### src/i2cm_pkg.sv
// Shared types, codes and sizes of the I2C master transfer sequencer.
`default_nettype none
package i2cm_pkg;

    localparam int unsigned FUNC_W   = 2;
    localparam int unsigned ADDR_W   = 7;
    localparam int unsigned LEN_W    = 16;
    localparam int unsigned FLAGS_W  = 6;
    localparam int unsigned BYTE_W   = 8;
    localparam int unsigned ACTION_W = 4;
    localparam int unsigned CODE_W   = 3;

    // Input item selectors.
    localparam logic [FUNC_W-1:0] FUNC_START = 2'd0;
    localparam logic [FUNC_W-1:0] FUNC_EVENT = 2'd1;
    localparam logic [FUNC_W-1:0] FUNC_ERROR = 2'd2;

    // Bit positions of the peripheral status flags.
    localparam int unsigned FLAG_SB   = 0;
    localparam int unsigned FLAG_ADDR = 1;
    localparam int unsigned FLAG_BTF  = 2;
    localparam int unsigned FLAG_TXE  = 3;
    localparam int unsigned FLAG_RXNE = 4;
    localparam int unsigned FLAG_MSL  = 5;
    localparam int unsigned ERR_KINDS = 5;

    // Busy reply codes: state seen when the start request arrived.
    localparam logic [CODE_W-1:0] BUSY_READY = 3'd0;
    localparam logic [CODE_W-1:0] BUSY_TX    = 3'd1;
    localparam logic [CODE_W-1:0] BUSY_RX    = 3'd2;

    typedef enum logic [ACTION_W-1:0] {
        ACT_BUSY    = 4'd0,
        ACT_START   = 4'd1,
        ACT_WRITE   = 4'd2,
        ACT_ACK     = 4'd3,
        ACT_CLRADDR = 4'd4,
        ACT_STOP    = 4'd5,
        ACT_RXBYTE  = 4'd6,
        ACT_TXDONE  = 4'd7,
        ACT_RXDONE  = 4'd8,
        ACT_ERROR   = 4'd9
    } t_action;

    typedef enum logic [2:0] {
        ST_READY = 3'b001,
        ST_TX    = 3'b010,
        ST_RX    = 3'b100
    } t_xfer_state;

    // Fixed slot of every action a start or event item can produce, in output order.
    localparam int unsigned SLOT_COUNT    = 12;
    localparam int unsigned SLOT_START    = 0;
    localparam int unsigned SLOT_BUSY     = 1;
    localparam int unsigned SLOT_SB       = 0;
    localparam int unsigned SLOT_ADDR_ACK = 1;
    localparam int unsigned SLOT_CLRADDR  = 2;
    localparam int unsigned SLOT_TX_STOP  = 3;
    localparam int unsigned SLOT_TX_ACK   = 4;
    localparam int unsigned SLOT_TX_DONE  = 5;
    localparam int unsigned SLOT_TX_BYTE  = 6;
    localparam int unsigned SLOT_RX_NACK  = 7;
    localparam int unsigned SLOT_RX_BYTE  = 8;
    localparam int unsigned SLOT_RX_STOP  = 9;
    localparam int unsigned SLOT_RX_ACK   = 10;
    localparam int unsigned SLOT_RX_DONE  = 11;
    localparam int unsigned SLOT_IDX_W    = $clog2(SLOT_COUNT);

    localparam int unsigned QUEUE_DEPTH = 2;
    localparam int unsigned QPTR_W      = (QUEUE_DEPTH > 1) ? $clog2(QUEUE_DEPTH) : 1;
    localparam int unsigned QCNT_W      = $clog2(QUEUE_DEPTH + 1);

    typedef struct packed {
        t_action             action;
        logic [BYTE_W-1:0]   data;
        logic [CODE_W-1:0]   code;
    } t_act;

    typedef struct packed {
        logic [SLOT_COUNT-1:0] mask;
        t_act [SLOT_COUNT-1:0] slots;
    } t_entry;

endpackage
`default_nettype wire

### src/i2cm_if.sv
// Handshake channel interfaces: request items, configuration writes and actions.
`default_nettype none
interface i2cm_req_if;
    logic                               valid;
    logic                               ready;
    logic [i2cm_pkg::FUNC_W-1:0]        func;
    logic                               dir_read;
    logic [i2cm_pkg::ADDR_W-1:0]        slave_addr;
    logic [i2cm_pkg::LEN_W-1:0]         length;
    logic                               rep_start;
    logic [i2cm_pkg::FLAGS_W-1:0]       status_flags;
    logic [i2cm_pkg::BYTE_W-1:0]        rx_byte;
    logic [i2cm_pkg::BYTE_W-1:0]        tx_byte;

    modport source (output valid, func, dir_read, slave_addr, length, rep_start,
                    status_flags, rx_byte, tx_byte, input ready);
    modport sink (input valid, func, dir_read, slave_addr, length, rep_start,
                  status_flags, rx_byte, tx_byte, output ready);
endinterface

interface i2cm_cfg_if;
    logic valid;
    logic ready;
    logic ack_control;

    modport source (output valid, ack_control, input ready);
    modport sink (input valid, ack_control, output ready);
endinterface

interface i2cm_rsp_if;
    logic                               valid;
    logic                               ready;
    i2cm_pkg::t_action                  action;
    logic [i2cm_pkg::BYTE_W-1:0]        data_byte;
    logic [i2cm_pkg::CODE_W-1:0]        code;
    logic                               last;

    modport source (output valid, action, data_byte, code, last, input ready);
    modport sink (input valid, action, data_byte, code, last, output ready);
endinterface
`default_nettype wire

### src/i2c_master_transfer_sequencer.sv
// Top level of the interrupt-driven I2C master transfer sequencer.
//
// i_req carries start, peripheral event and error items; o_rsp returns the
// ordered actions each item causes, with last set on the final one; i_cfg
// writes the ack_control bit and is always ready.
// The front end classifies an item and updates the transfer state in the
// cycle it is accepted, then stores the item's whole action list in a
// two-entry queue. The back end drains the head list one action per cycle,
// unless o_rsp stalls, into the output register, so the first action goes
// through the queue and that register. Items with no action leave no trace.
// Throughput is one action per cycle while o_rsp is ready: an item with one
// action can follow every cycle, while an item with k actions holds the
// output until all k are taken; the queue holds up to two lists meanwhile.
// When o_rsp stalls the presented action holds and the front end keeps
// accepting until the queue is full, then drops i_req.ready.
// Synchronous reset empties the queue and output register, returns the
// transfer to ready with all interrupt enables off, and clears ack_control.
`default_nettype none
module i2c_master_transfer_sequencer (
    input  logic        i_clk,
    input  logic        i_rst_n,
    i2cm_req_if.sink    i_req,
    i2cm_cfg_if.sink    i_cfg,
    i2cm_rsp_if.source  o_rsp
);

    logic               r_ack_control;
    logic               push;
    logic               pop;
    logic               q_full;
    logic               q_empty;
    i2cm_pkg::t_entry   push_entry;
    i2cm_pkg::t_entry   head_entry;

    assign i_cfg.ready = 1'b1;

    always_ff @(posedge i_clk) begin
        if (!i_rst_n) begin
            r_ack_control <= 1'b0;
        end else if (i_cfg.valid) begin
            r_ack_control <= i_cfg.ack_control;
        end
    end

    i2cm_front u_front (
        .i_clk         (i_clk),
        .i_rst_n       (i_rst_n),
        .i_req         (i_req),
        .i_ack_control (r_ack_control),
        .i_q_full      (q_full),
        .o_push        (push),
        .o_entry       (push_entry)
    );

    i2cm_queue u_queue (
        .i_clk   (i_clk),
        .i_rst_n (i_rst_n),
        .i_push  (push),
        .i_entry (push_entry),
        .o_full  (q_full),
        .i_pop   (pop),
        .o_head  (head_entry),
        .o_empty (q_empty)
    );

    i2cm_back u_back (
        .i_clk   (i_clk),
        .i_rst_n (i_rst_n),
        .i_head  (head_entry),
        .i_empty (q_empty),
        .o_pop   (pop),
        .o_rsp   (o_rsp)
    );

endmodule
`default_nettype wire

### src/i2cm_front.sv
// Front end: accepts request items, tracks the transfer and builds each item's action list.
`default_nettype none
module i2cm_front (
    input  logic                i_clk,
    input  logic                i_rst_n,
    i2cm_req_if.sink            i_req,
    input  logic                i_ack_control,
    input  logic                i_q_full,
    output logic                o_push,
    output i2cm_pkg::t_entry    o_entry
);

    i2cm_pkg::t_xfer_state              r_state, n_state;
    logic [i2cm_pkg::LEN_W-1:0]         r_tx_rem, n_tx_rem;
    logic [i2cm_pkg::LEN_W-1:0]         r_rx_rem, n_rx_rem;
    logic [i2cm_pkg::LEN_W-1:0]         r_rx_total, n_rx_total;
    logic [i2cm_pkg::ADDR_W-1:0]        r_addr, n_addr;
    logic                               r_hold, n_hold;
    logic                               r_ev_irq, n_ev_irq;
    logic                               r_buf_irq, n_buf_irq;
    logic                               r_err_irq, n_err_irq;
    logic                               accept;
    i2cm_pkg::t_entry                   entry;

    function automatic i2cm_pkg::t_act mk(input i2cm_pkg::t_action a,
                                          input logic [i2cm_pkg::BYTE_W-1:0] d,
                                          input logic [i2cm_pkg::CODE_W-1:0] c);
        i2cm_pkg::t_act r;
        r.action = a;
        r.data   = d;
        r.code   = c;
        return r;
    endfunction

    function automatic logic [i2cm_pkg::CODE_W-1:0] busy_code(input i2cm_pkg::t_xfer_state s);
        logic [i2cm_pkg::CODE_W-1:0] c;
        case (s)
            i2cm_pkg::ST_TX: c = i2cm_pkg::BUSY_TX;
            i2cm_pkg::ST_RX: c = i2cm_pkg::BUSY_RX;
            default:         c = i2cm_pkg::BUSY_READY;
        endcase
        return c;
    endfunction

    assign i_req.ready = !i_q_full;
    assign accept      = i_req.valid && !i_q_full;
    assign o_push      = accept && (entry.mask != '0);
    assign o_entry     = entry;

    always_comb begin
        logic [i2cm_pkg::FLAGS_W-1:0] f;
        logic [i2cm_pkg::LEN_W-1:0]   rem_new;
        logic                         btf_close;

        f         = i_req.status_flags;
        rem_new   = r_rx_rem;
        btf_close = 1'b0;

        n_state    = r_state;
        n_tx_rem   = r_tx_rem;
        n_rx_rem   = r_rx_rem;
        n_rx_total = r_rx_total;
        n_addr     = r_addr;
        n_hold     = r_hold;
        n_ev_irq   = r_ev_irq;
        n_buf_irq  = r_buf_irq;
        n_err_irq  = r_err_irq;

        entry.mask = '0;
        for (int i = 0; i < i2cm_pkg::SLOT_COUNT; i++) begin
            entry.slots[i] = mk(i2cm_pkg::ACT_BUSY, '0, '0);
        end

        case (i_req.func)
            i2cm_pkg::FUNC_START: begin
                if (r_state != i2cm_pkg::ST_TX && r_state != i2cm_pkg::ST_RX) begin
                    if (i_req.dir_read) begin
                        n_rx_rem   = i_req.length;
                        n_rx_total = i_req.length;
                        n_state    = i2cm_pkg::ST_RX;
                    end else begin
                        n_tx_rem = i_req.length;
                        n_state  = i2cm_pkg::ST_TX;
                    end
                    n_addr    = i_req.slave_addr;
                    n_hold    = i_req.rep_start;
                    n_ev_irq  = 1'b1;
                    n_buf_irq = 1'b1;
                    n_err_irq = 1'b1;
                    entry.mask[i2cm_pkg::SLOT_START]  = 1'b1;
                    entry.slots[i2cm_pkg::SLOT_START] = mk(i2cm_pkg::ACT_START, '0, '0);
                end
                entry.mask[i2cm_pkg::SLOT_BUSY]  = 1'b1;
                entry.slots[i2cm_pkg::SLOT_BUSY] = mk(i2cm_pkg::ACT_BUSY, '0, busy_code(r_state));
            end
            i2cm_pkg::FUNC_EVENT: begin
                if (r_ev_irq) begin
                    if (f[i2cm_pkg::FLAG_SB]) begin
                        if (r_state == i2cm_pkg::ST_TX) begin
                            entry.mask[i2cm_pkg::SLOT_SB]  = 1'b1;
                            entry.slots[i2cm_pkg::SLOT_SB] =
                                mk(i2cm_pkg::ACT_WRITE, {r_addr, 1'b0}, '0);
                        end else if (r_state == i2cm_pkg::ST_RX) begin
                            entry.mask[i2cm_pkg::SLOT_SB]  = 1'b1;
                            entry.slots[i2cm_pkg::SLOT_SB] =
                                mk(i2cm_pkg::ACT_WRITE, {r_addr, 1'b1}, '0);
                        end
                    end
                    if (f[i2cm_pkg::FLAG_ADDR]) begin
                        // A single-byte read must NACK its only byte.
                        if (r_state == i2cm_pkg::ST_RX && r_rx_total == i2cm_pkg::LEN_W'(1)) begin
                            entry.mask[i2cm_pkg::SLOT_ADDR_ACK]  = 1'b1;
                            entry.slots[i2cm_pkg::SLOT_ADDR_ACK] = mk(i2cm_pkg::ACT_ACK, '0, '0);
                        end
                        entry.mask[i2cm_pkg::SLOT_CLRADDR]  = 1'b1;
                        entry.slots[i2cm_pkg::SLOT_CLRADDR] = mk(i2cm_pkg::ACT_CLRADDR, '0, '0);
                    end
                    btf_close = f[i2cm_pkg::FLAG_BTF] && f[i2cm_pkg::FLAG_TXE] &&
                                r_state == i2cm_pkg::ST_TX && r_tx_rem == '0;
                    if (btf_close) begin
                        entry.mask[i2cm_pkg::SLOT_TX_STOP]  = 1'b1;
                        entry.slots[i2cm_pkg::SLOT_TX_STOP] = mk(i2cm_pkg::ACT_STOP, '0, '0);
                        entry.mask[i2cm_pkg::SLOT_TX_ACK]   = i_ack_control;
                        entry.slots[i2cm_pkg::SLOT_TX_ACK]  =
                            mk(i2cm_pkg::ACT_ACK, i2cm_pkg::BYTE_W'(1), '0);
                        entry.mask[i2cm_pkg::SLOT_TX_DONE]  = 1'b1;
                        entry.slots[i2cm_pkg::SLOT_TX_DONE] = mk(i2cm_pkg::ACT_TXDONE, '0, '0);
                        n_tx_rem  = '0;
                        n_state   = i2cm_pkg::ST_READY;
                        n_ev_irq  = 1'b0;
                        n_buf_irq = 1'b0;
                        n_err_irq = 1'b0;
                    end
                    // A closing BTF needs a zero count, so it never meets this branch.
                    if (r_buf_irq && f[i2cm_pkg::FLAG_TXE] && f[i2cm_pkg::FLAG_MSL] &&
                        r_state == i2cm_pkg::ST_TX && r_tx_rem != '0) begin
                        entry.mask[i2cm_pkg::SLOT_TX_BYTE]  = 1'b1;
                        entry.slots[i2cm_pkg::SLOT_TX_BYTE] =
                            mk(i2cm_pkg::ACT_WRITE, i_req.tx_byte, '0);
                        n_tx_rem = r_tx_rem - i2cm_pkg::LEN_W'(1);
                    end
                    if (r_buf_irq && f[i2cm_pkg::FLAG_RXNE] && f[i2cm_pkg::FLAG_MSL] &&
                        r_state == i2cm_pkg::ST_RX) begin
                        if (r_rx_total != '0) begin
                            // NACK ahead of the final byte of a longer read.
                            if (r_rx_total != i2cm_pkg::LEN_W'(1) &&
                                r_rx_rem == i2cm_pkg::LEN_W'(2)) begin
                                entry.mask[i2cm_pkg::SLOT_RX_NACK]  = 1'b1;
                                entry.slots[i2cm_pkg::SLOT_RX_NACK] =
                                    mk(i2cm_pkg::ACT_ACK, '0, '0);
                            end
                            entry.mask[i2cm_pkg::SLOT_RX_BYTE]  = 1'b1;
                            entry.slots[i2cm_pkg::SLOT_RX_BYTE] =
                                mk(i2cm_pkg::ACT_RXBYTE, i_req.rx_byte, '0);
                            if (r_rx_rem != '0) begin
                                rem_new = r_rx_rem - i2cm_pkg::LEN_W'(1);
                            end
                        end
                        n_rx_rem = rem_new;
                        if (rem_new == '0) begin
                            entry.mask[i2cm_pkg::SLOT_RX_STOP]  = !r_hold;
                            entry.slots[i2cm_pkg::SLOT_RX_STOP] = mk(i2cm_pkg::ACT_STOP, '0, '0);
                            entry.mask[i2cm_pkg::SLOT_RX_ACK]   = i_ack_control;
                            entry.slots[i2cm_pkg::SLOT_RX_ACK]  =
                                mk(i2cm_pkg::ACT_ACK, i2cm_pkg::BYTE_W'(1), '0);
                            entry.mask[i2cm_pkg::SLOT_RX_DONE]  = 1'b1;
                            entry.slots[i2cm_pkg::SLOT_RX_DONE] =
                                mk(i2cm_pkg::ACT_RXDONE, '0, '0);
                            n_rx_total = '0;
                            n_state    = i2cm_pkg::ST_READY;
                            n_ev_irq   = 1'b0;
                            n_buf_irq  = 1'b0;
                            n_err_irq  = 1'b0;
                        end
                    end
                end
            end
            i2cm_pkg::FUNC_ERROR: begin
                if (r_err_irq) begin
                    for (int k = 0; k < i2cm_pkg::ERR_KINDS; k++) begin
                        entry.mask[k]  = f[k];
                        entry.slots[k] = mk(i2cm_pkg::ACT_ERROR, '0, i2cm_pkg::CODE_W'(k));
                    end
                end
            end
            default: begin
            end
        endcase
    end

    always_ff @(posedge i_clk) begin
        if (!i_rst_n) begin
            r_state    <= i2cm_pkg::ST_READY;
            r_tx_rem   <= '0;
            r_rx_rem   <= '0;
            r_rx_total <= '0;
            r_addr     <= '0;
            r_hold     <= 1'b0;
            r_ev_irq   <= 1'b0;
            r_buf_irq  <= 1'b0;
            r_err_irq  <= 1'b0;
        end else if (accept) begin
            r_state    <= n_state;
            r_tx_rem   <= n_tx_rem;
            r_rx_rem   <= n_rx_rem;
            r_rx_total <= n_rx_total;
            r_addr     <= n_addr;
            r_hold     <= n_hold;
            r_ev_irq   <= n_ev_irq;
            r_buf_irq  <= n_buf_irq;
            r_err_irq  <= n_err_irq;
        end
    end

endmodule
`default_nettype wire

### src/i2cm_queue.sv
// Short queue of action lists between the front and back ends.
`default_nettype none
module i2cm_queue (
    input  logic                i_clk,
    input  logic                i_rst_n,
    input  logic                i_push,
    input  i2cm_pkg::t_entry    i_entry,
    output logic                o_full,
    input  logic                i_pop,
    output i2cm_pkg::t_entry    o_head,
    output logic                o_empty
);

    i2cm_pkg::t_entry                   r_mem [i2cm_pkg::QUEUE_DEPTH];
    logic [i2cm_pkg::QPTR_W-1:0]        r_wr, n_wr;
    logic [i2cm_pkg::QPTR_W-1:0]        r_rd, n_rd;
    logic [i2cm_pkg::QCNT_W-1:0]        r_count;

    assign o_full  = (r_count == i2cm_pkg::QCNT_W'(i2cm_pkg::QUEUE_DEPTH));
    assign o_empty = (r_count == '0);
    assign o_head  = r_mem[r_rd];

    assign n_wr = (r_wr == i2cm_pkg::QPTR_W'(i2cm_pkg::QUEUE_DEPTH - 1)) ?
                  '0 : r_wr + i2cm_pkg::QPTR_W'(1);
    assign n_rd = (r_rd == i2cm_pkg::QPTR_W'(i2cm_pkg::QUEUE_DEPTH - 1)) ?
                  '0 : r_rd + i2cm_pkg::QPTR_W'(1);

    always_ff @(posedge i_clk) begin
        if (i_push) begin
            r_mem[r_wr] <= i_entry;
        end
    end

    always_ff @(posedge i_clk) begin
        if (!i_rst_n) begin
            r_wr    <= '0;
            r_rd    <= '0;
            r_count <= '0;
        end else begin
            if (i_push) begin
                r_wr <= n_wr;
            end
            if (i_pop) begin
                r_rd <= n_rd;
            end
            if (i_push && !i_pop) begin
                r_count <= r_count + i2cm_pkg::QCNT_W'(1);
            end else if (i_pop && !i_push) begin
                r_count <= r_count - i2cm_pkg::QCNT_W'(1);
            end
        end
    end

endmodule
`default_nettype wire

### src/i2cm_back.sv
// Back end: walks the head action list and presents one action per transfer.
`default_nettype none
module i2cm_back (
    input  logic                i_clk,
    input  logic                i_rst_n,
    input  i2cm_pkg::t_entry    i_head,
    input  logic                i_empty,
    output logic                o_pop,
    i2cm_rsp_if.source          o_rsp
);

    logic [i2cm_pkg::SLOT_COUNT-1:0]    r_done;
    logic                               r_valid;
    i2cm_pkg::t_act                     r_act;
    logic                               r_last;
    logic [i2cm_pkg::SLOT_COUNT-1:0]    remaining;
    logic [i2cm_pkg::SLOT_COUNT-1:0]    lowest;
    logic [i2cm_pkg::SLOT_IDX_W-1:0]    sel;
    logic                               is_last;
    logic                               load;

    assign remaining = i_empty ? '0 : (i_head.mask & ~r_done);
    assign lowest    = remaining & (~remaining + i2cm_pkg::SLOT_COUNT'(1));
    assign is_last   = ((remaining & ~lowest) == '0);
    assign load      = (!r_valid || o_rsp.ready) && (remaining != '0);
    assign o_pop     = load && is_last;

    always_comb begin
        sel = '0;
        for (int i = 0; i < i2cm_pkg::SLOT_COUNT; i++) begin
            if (lowest[i]) begin
                sel = sel | i2cm_pkg::SLOT_IDX_W'(i);
            end
        end
    end

    always_ff @(posedge i_clk) begin
        if (!i_rst_n) begin
            r_valid <= 1'b0;
            r_done  <= '0;
        end else if (load) begin
            r_valid <= 1'b1;
            r_done  <= is_last ? '0 : (r_done | lowest);
        end else if (o_rsp.ready) begin
            r_valid <= 1'b0;
        end
    end

    always_ff @(posedge i_clk) begin
        if (load) begin
            r_act  <= i_head.slots[sel];
            r_last <= is_last;
        end
    end

    assign o_rsp.valid     = r_valid;
    assign o_rsp.action    = r_act.action;
    assign o_rsp.data_byte = r_act.data;
    assign o_rsp.code      = r_act.code;
    assign o_rsp.last      = r_last;

endmodule
`default_nettype wire

### src/flat_wrapper.sv
// flat-port wrapper written by rule: the top's interface ports become plain ports
module i2c_master_transfer_sequencer_flat 
  (i_clk, i_rst_n, i_req_valid, i_req_func, i_req_dir_read, i_req_slave_addr, i_req_length, i_req_rep_start, i_req_status_flags, i_req_rx_byte, i_req_tx_byte, i_req_ready, i_cfg_valid, i_cfg_ack_control, i_cfg_ready, o_rsp_valid, o_rsp_action, o_rsp_data_byte, o_rsp_code, o_rsp_last, o_rsp_ready);
  i2cm_req_if i_req_i ();
  i2cm_cfg_if i_cfg_i ();
  i2cm_rsp_if o_rsp_i ();
  input  logic i_clk;
  input  logic i_rst_n;
  input wire logic [$bits(i_req_i.valid)-1:0] i_req_valid;
  input wire logic [$bits(i_req_i.func)-1:0] i_req_func;
  input wire logic [$bits(i_req_i.dir_read)-1:0] i_req_dir_read;
  input wire logic [$bits(i_req_i.slave_addr)-1:0] i_req_slave_addr;
  input wire logic [$bits(i_req_i.length)-1:0] i_req_length;
  input wire logic [$bits(i_req_i.rep_start)-1:0] i_req_rep_start;
  input wire logic [$bits(i_req_i.status_flags)-1:0] i_req_status_flags;
  input wire logic [$bits(i_req_i.rx_byte)-1:0] i_req_rx_byte;
  input wire logic [$bits(i_req_i.tx_byte)-1:0] i_req_tx_byte;
  output wire logic [$bits(i_req_i.ready)-1:0] i_req_ready;
  input wire logic [$bits(i_cfg_i.valid)-1:0] i_cfg_valid;
  input wire logic [$bits(i_cfg_i.ack_control)-1:0] i_cfg_ack_control;
  output wire logic [$bits(i_cfg_i.ready)-1:0] i_cfg_ready;
  output wire logic [$bits(o_rsp_i.valid)-1:0] o_rsp_valid;
  output wire logic [$bits(o_rsp_i.action)-1:0] o_rsp_action;
  output wire logic [$bits(o_rsp_i.data_byte)-1:0] o_rsp_data_byte;
  output wire logic [$bits(o_rsp_i.code)-1:0] o_rsp_code;
  output wire logic [$bits(o_rsp_i.last)-1:0] o_rsp_last;
  input wire logic [$bits(o_rsp_i.ready)-1:0] o_rsp_ready;
  assign i_req_i.valid = i_req_valid;
  assign i_req_i.func = i_req_func;
  assign i_req_i.dir_read = i_req_dir_read;
  assign i_req_i.slave_addr = i_req_slave_addr;
  assign i_req_i.length = i_req_length;
  assign i_req_i.rep_start = i_req_rep_start;
  assign i_req_i.status_flags = i_req_status_flags;
  assign i_req_i.rx_byte = i_req_rx_byte;
  assign i_req_i.tx_byte = i_req_tx_byte;
  assign i_req_ready = i_req_i.ready;
  assign i_cfg_i.valid = i_cfg_valid;
  assign i_cfg_i.ack_control = i_cfg_ack_control;
  assign i_cfg_ready = i_cfg_i.ready;
  assign o_rsp_valid = o_rsp_i.valid;
  assign o_rsp_action = o_rsp_i.action;
  assign o_rsp_data_byte = o_rsp_i.data_byte;
  assign o_rsp_code = o_rsp_i.code;
  assign o_rsp_last = o_rsp_i.last;
  assign o_rsp_i.ready = o_rsp_ready;
  i2c_master_transfer_sequencer u_core (.i_clk(i_clk), .i_rst_n(i_rst_n), .i_req(i_req_i), .i_cfg(i_cfg_i), .o_rsp(o_rsp_i));
endmodule
### config.mk
export PLATFORM = sky130hd
export DESIGN_NAME = i2c_master_transfer_sequencer_flat
export DESIGN_NICKNAME = d
export VERILOG_FILES = /design/src/i2cm_pkg.sv /design/src/i2cm_if.sv /design/src/i2c_master_transfer_sequencer.sv /design/src/i2cm_front.sv /design/src/i2cm_queue.sv /design/src/i2cm_back.sv /design/src/flat_wrapper.sv
export SDC_FILE = /design/constraint.sdc
export NUM_CORES = 1
export LEC_CHECK = 0
export ABC_AREA = 1
export BUFFER_PORTS_ARGS = -buffer_cell sky130_fd_sc_hd__buf_2
export CAP_MARGIN = 20
export CORE_MARGIN = 1
export CORE_UTILIZATION = 30
export DETAILED_ROUTE_END_ITERATION = 8
export PLACE_DENSITY = 0.47
export SYNTH_ARGS = -nofsm -noshare
export SYNTH_HDL_FRONTEND = slang
export SYNTH_SLANG_ARGS = --single-unit
### constraint.sdc
create_clock -name i_clk -period 8 [get_ports i_clk]
set_clock_uncertainty 0.15 [all_clocks]
set_input_delay 0 -clock i_clk [delete_from_list [all_inputs] [get_ports i_clk]]
set_output_delay 0 -clock i_clk [all_outputs]
set_load 0.05 [all_outputs]
==> After elaboration in Yosys (flattened, before gate mapping) <==
Memories as Yosys holds them, arrays and structs flattened. A register that Yosys moved wholly into a read port is not among the register bits.
Index checks and enable logic that the tools add are counted.
{ "totals": {"memories": 1, "out_inout_bits": 19, "input_bits": 55, "ff_bits": 96, "mem_bits_rw": 384, "word_cells": 198} }
{ "classes": {"magnitude_cmp": 1, "mux": 102, "n_eq_ne": 17, "n_reduce_logical": 44, "add_sub_neg": 7, "n_bitwise": 7} }
{ "memory_table": {"columns": ["name", "words", "word_bits", "rd", "rd_clocked_by_memory_dff", "wr", "line", "text"], "rows": [
  ["u_core.u_queue.r_mem", 2, 192, 1, 1, 1, "i2cm_queue.sv:14", "i2cm_pkg::t_entry r_mem [i2cm_pkg::QUEUE_DEPTH];"]
]} }
{ "op_table": {"columns": ["operator", "count"], "rows": [
  ["2-to-1 mux 16 bit", 17],
  ["2-to-1 mux 192 bit", 1],
  ["2-to-1 mux 75 bit", 2],
  ["2-to-1 mux 105 bit", 1],
  ["one-hot mux 16 bit (2 select lines)", 3],
  ["one-hot mux 30 bit (3 select lines)", 1],
  ["one-hot mux 45 bit (2 select lines)", 1],
  ["2-to-1 mux 13 bit", 6],
  ["binary-select mux 15 bit (select 4 bit)", 1],
  ["2-to-1 mux 29 bit", 2],
  ["nonzero test 16 bit", 3],
  ["2-to-1 mux 45 bit", 1],
  ["2-to-1 mux 44 bit", 1],
  ["bitwise AND 12 bit", 3],
  ["2-to-1 mux 12 bit", 3],
  ["2-to-1 mux 3 bit", 12],
  ["NOT 12 bit", 3],
  ["zero test 16 bit", 2],
  ["subtractor 16 x 1 -> 16 bit, second input constant", 2],
  ["2-to-1 mux 1 bit", 29],
  ["nonzero test 12 bit", 2],
  ["logical AND 1 bit", 19],
  ["equality test 16 x 1 -> 1 bit, second input constant", 1],
  ["equality test 16 x 2 -> 1 bit, second input constant", 1],
  ["other kinds (32)", 61]
]} }

==> Longest topological paths before layout <==
{ "logic_depth": {"word_depth": 19, "ltp_mapped": 21} }

==> Hierarchy <==
A second synthesis with hierarchy kept.
{ "hier_totals": {"cells_unflattened": 2145, "area_unflattened_um2": 23226.0} }
{ "modules_own_cells": {"columns": ["module", "cells_per_inst", "seq_area_each_um2", "instances", "area_each_um2"], "rows": [
  ["i2cm_queue", 632, 11631.2, 1, 14151.1],
  ["i2cm_front", 830, 1241.2, 1, 5315.1],
  ["i2cm_back", 675, 740.7, 1, 3707.3],
  ["i2c_master_transfer_sequencer", 8, 20.0, 1, 52.6]
]} }

==> Worst setup path after synthesis <==
OpenSTA, ideal clock, no wires.
{ "synth_timing": {"kind": "register to register", "from": "register u_core.u_front.r_rx_rem[0] (netlist name)", "to": "memory u_core.u_queue.r_mem[0][100] (netlist name), enable pin", "period_less_slack_ns": 4.444, "stages_incl_launch_ff": 16, "required_time_ns": 7.398, "setup_slack_ns": 3.556, "n_path_buf": 1, "arrival_ns": 3.842, "path_cell_list": "dfxtp_1 -> inv_1 -> ha_1 -> nand2_1 -> nor2_1 -> nand2_2 -> buf_6 -> nand3_1 -> nand2_1 -> nor2_1 -> nand3_1 -> nor2_1 -> nand3_1 -> nand2_1 -> nand2_1 -> nor2_1"} }
{ "synth_between": {"elab_chain_len": 15, "elab_cells_between_ends": 20, "classes_between": "add/sub: 1; eq/ne: 1; mux: 13; reduce/logical: 5"} }
{ "synth_lines": {"columns": ["element", "line", "text"], "rows": [
  ["start, declared", "i2cm_front.sv:15", "logic [i2cm_pkg::LEN_W-1:0] r_rx_rem, n_rx_rem;"],
  ["start signal, assigned", "i2cm_front.sv:205", "r_rx_rem <= n_rx_rem;"],
  ["subtractor 16 x 1 -> 16 bit / nonzero test 16 bit (equally long branches)", "i2cm_front.sv:156, i2cm_front.sv:155", null],
  ["2-to-1 mux 16 bit", "i2cm_front.sv:155", "if (r_rx_rem != '0) begin"],
  ["2-to-1 mux 16 bit", "i2cm_front.sv:144", "if (r_rx_total != '0) begin"],
  ["2-to-1 mux 16 bit", "i2cm_front.sv:142", "if (r_buf_irq && f[i2cm_pkg::FLAG_RXNE] && f[i2cm_pkg::FLAG_MSL] &&"],
  ["2-to-1 mux 16 bit", "i2cm_front.sv:97", "if (r_ev_irq) begin"],
  ["2-to-1 mux 16 bit", "i2cm_front.sv:74", "case (i_req.func)"],
  ["zero test 16 bit", "i2cm_front.sv:160", "if (rem_new == '0) begin"],
  ["2-to-1 mux 3 bit", "i2cm_front.sv:160", null],
  ["2-to-1 mux 5 bit *", "i2cm_front.sv:142", null],
  ["2-to-1 mux 192 bit *", "i2cm_front.sv:97", null],
  ["2-to-1 mux 7 bit *", "i2cm_front.sv:74", null],
  ["nonzero test 12 bit *", "i2cm_front.sv:47", "assign o_push = accept && (entry.mask != '0);"],
  ["logical AND 1 bit *", "i2cm_front.sv:47", null],
  ["2-to-1 mux 1 bit *", "i2cm_queue.sv:29", "if (i_push) begin"],
  ["2-to-1 mux 1 bit (implied by the code) *", "i2cm_queue.sv:30", "r_mem[r_wr] <= i_entry;"],
  ["end, declared", "i2cm_queue.sv:14", null]
]} }
Mark *: on every way between the ends. The rest lies on a longest branch, timed or not. The select of a mux whose other input is x is not followed.

==> reports/metrics.cfg <==
[clock_network]
clk_pin_slew_ns = 0.09
ctsHtreeMaxLevel = 4
clkSinkCount = 191
cts_buffers = 17
clockBufferDepth = 2
clock_latency_ns = 0.44
cts_resized = 0
cts_root_buf = clkbuf_16
tritoncts = done

[worst_setup_path]
cp.arrival_ns = 3.96
start_kind = flip-flop
ff2ff_path_depth = 19
r2r-end = u_core.u_queue.r_count[1]
worst-path-max-fanout = 50
crit_end = u_core.u_queue.r_count[1]
timing_worst_setup_path_type = flip-flop to flip-flop
reg2reg_slack_ns = 4.23
required_ns = 8.19
end_kind = flip-flop

[yosys]
ys_seq_area_share_pct = 51.03
syn_area_per_cell_sq_um = 7.976
synth-compound-area-share_pct = 10.83
synth_adder_area_share_pct = 1.037
synth_mux_area_share_pct = 1.141
synth_edf_count = 110
synth-seq-cells = 191
synthCells = 1210
async_flop_share_pct = 0
synth_xor_area_share_pct = 1.361
synthSimpleGateAreaFrac_pct = 26.50
synth_top_family_by_area = simple AND/OR/NAND/NOR gates
syn_area_sq_um = 9651
ys_warn_count = 0
ys.flop_type = edfxtp_1
yosysUniqueCellTypes = 45
synth_nets = 1273

[finish]
fin_cells = 1733
multi_input_area_sq_um = 3955
design_area_sq_um = 11500
syn2layout_area_growth_pct = 19.21
drive_above_1_share_pct = 11.95
fillers = 3264
seqCellArea_sq_um = 4926
finalNetCount = 1380

[power_and_ir_drop]
seq_power_share_pct = 32.8
peakVddDrop_mv = 0.1516
power_density_nw_per_um2 = 329.1
total_power_mw = 3.786
power_leakage_nw = 4.930
p_switching_mw = 1.680
swShare_pct = 44.37
internal_power_mw = 2.106
comb_power_share_pct = 43.3
clkPwrFrac_pct = 23.9

[timing]
slew_headroom_pct = 43.59
fmax_mhz = 265.2
layout_setup_ws_ns = 4.229
slew_violations = 0
setup_tns_ns = 0
min_period_over_period_pct = 47.14
period_needed_ns = 3.771
hold_viol = 1
worst_pin_slew_ns = 0.8431
worst_hold_slack_ns = -0.001303
rsz0062_at_grt = false
setup_viol = 0

[routing]
firstDrtPassIters = 5
viasPerCell = 4.691
drt_iter0_markers = 507
wl_per_cell_um = 15.10
drc = 0
ant_nets = 0
finalWirelength_mm = 26.16
vias = 8129

[global_route]
grt-ovfl-total = 0
antenna_found_initial = 1
track_usage_pct = 16.42
grt_pass1_vias = 7695
grt_pass1_wl_mm = 41.91
grt_start_max_net_pins = 51

[place]
placed_area_sq_um = 10330
pre_cts_ws_ns = 3.941
placed_cells = 1649
placement.io_buffers = 72
gp_congestion = 0.8372
post-dp-hpwl_mm = 18.45

[floorplan]
die_w_um = 181.4
start_util_pct = 30.50
std_cell_rows = 65
coreArea_sq_um = 31640
fp.dieArea_sq_um = 32890
die_y_um = 181.4
io-pin-count = 74

[min_path]
hold_path.class = input port to flip-flop

[status]
status = finished, violations left
violations = negative hold slack

[run]
drv_cap = 0

==> final cells by class <==
type / instances / share of cell area, %
clock buffer: 17 / 3.698
tap: 402 / 4.372
timing repair buffer: 128 / 8.048
inverter: 146 / 4.785
clock inverter: 15 / 1.881
sequential: 191 / 42.82
antenna: 1 / 0.02175
multi-input combinational: 833 / 34.38
==> worst min-delay path by stage <==
stage	startpoint	end	slack, ns	cells after the start
finish	i_req_valid	u_core.u_queue.r_wr	-0.001	5
global route	i_req_valid	u_core.u_queue.r_wr	0.02	5
CTS	i_req_valid	u_core.u_queue.r_wr	0.003	5
detailed placement	i_req_rep_start	u_core.u_front.r_hold	0.12	3
global placement	i_cfg_ack_control	u_core.r_ack_control	0.11	3
floorplan	i_req_rep_start	u_core.u_front.r_hold	-0.02	2
==> power by group through the flow <==
stage | Clock, mW | Combinational [mW] | Sequential, mW
finish | 0.905 | 1.64 | 1.24
global route | 0.969 | 1.85 | 1.25
CTS | 0.928 | 1.64 | 1.24
detailed placement | 0 | 1.61 | 1.27
global placement | 0 | 1.61 | 1.27
floorplan | 0 | 1.14 | 1.40
==> per-stage QoR <==
stage | hold slack, ns | utilization (%)
floorplan | -0.01510 | -
global placement | 0.1112 | 32.66
detailed placement | 0.1210 | 32.66
CTS | 0.003329 | 36.27
global route | 0.01768 | 36.37
finish | -0.001303 | 36.37
==> placed cells by master, fill, tap and decap left out, types with 2 or more instances in the layout <==
cell,netlist,layout
a21oi_1,88,88
a21oi_2,5,5
a31oi_1,8,8
buf_2,7,72
buf_4,4,5
clkbuf_16,0,17
clkinv_8,0,7
dfxtp_1,81,80
dlygate4sd3_1,0,50
edfxtp_1,110,110
ha_1,8,8
inv_1,138,137
inv_12,0,4
inv_2,6,7
inv_6,0,3
mux2i_1,11,11
nand2_1,288,288
nand2_2,8,8
nand3_1,77,77
nand3_2,5,5
nand4_1,15,15
nor2_1,170,169
nor2_2,6,6
nor2_4,5,6
nor3_1,12,12
nor4_1,2,2
o211ai_1,3,3
o21ai_0,68,68
o21ai_1,20,20
or2_1,2,2
or2_2,6,6
xnor2_1,3,3
xor2_1,12,12
==> logic make-up (layout without fill, tap and decap cells) <==
family,count (synthesis),count (layout)
mux,11,11
other cells,1,2
fa+ha+maj,8,8
compound gates,198,198
xor+xnor,15,15
buf+inv,186,306
flops,191,191
simple gates,600,600
==> critical path: stages (launching register included) <==
cell and delay, ns:
dfxtp_2 0.32, buf_4 0.49, inv_2 0.44, nand2_1 0.14, nand2_1 0.06, nand2_1 0.13
nand2_2 0.10, nor2_4 0.26, nand2_2 0.10, inv_2 0.13, nand2_1 0.07, nand2_1 0.05
nand4_1 0.14, nor2b_4 0.19, nand2_4 0.07, ha_1 0.33, a21oi_1 0.11, o21ai_0 0.11
o21ai_0 0.17, a21oi_1 0.05
==> repair_timing <==
item / CTS / global route
hold buffers: 50 / 0
buffers inserted: 0 / 0
endpoints found under the hold margin: 113 / 0
==> synth_stat cells (all sizes together), types with 2 or more instances <==
cell type | number | area share [%]
nand2 | 297 | 12
nor2 | 181 | 7.6
inv | 145 | 5.7
edfxtp | 110 | 34
a21oi | 93 | 5.0
o21ai | 89 | 4.7
nand3 | 82 | 4.5
dfxtp | 81 | 17
clkbuf | 21 | 0.83
buf | 19 | 1.5
nand4 | 15 | 0.97
nor3 | 13 | 0.73
xor2 | 12 | 1.1
mux2i | 11 | 1.1
a31oi | 8 | 0.52
ha | 8 | 1.0
or2 | 8 | 0.52
o211ai | 3 | 0.23
xnor2 | 3 | 0.27
nor4 | 2 | 0.13
==> routing by layer <==
metal / track usage, % / wire (um)
met3: 3.084 / 1051
met5: 0 / 0
met1: 22.22 / 12550
met2: 26.58 / 12190
met4: 4.746 / 362
==> sequential cells by signal, summed over array words and instances, names as in the netlist, 2 cells and up, named ones only <==
name                           count
u_core.u_front.r_addr              7
u_core.u_front.r_tx_rem           16
u_core.u_front.r_rx_total         16
u_core.u_back.o_rsp.code           3
u_core.u_queue.r_count             2
u_core.u_back.o_rsp.action         4
u_core.u_front.r_state             3
u_core.u_back.r_done              12
u_core.u_back.o_rsp.data_byte      8
u_core.u_front.r_rx_rem           16
u_core.u_queue.r_mem              94
(Power assumes the default switching activity.)
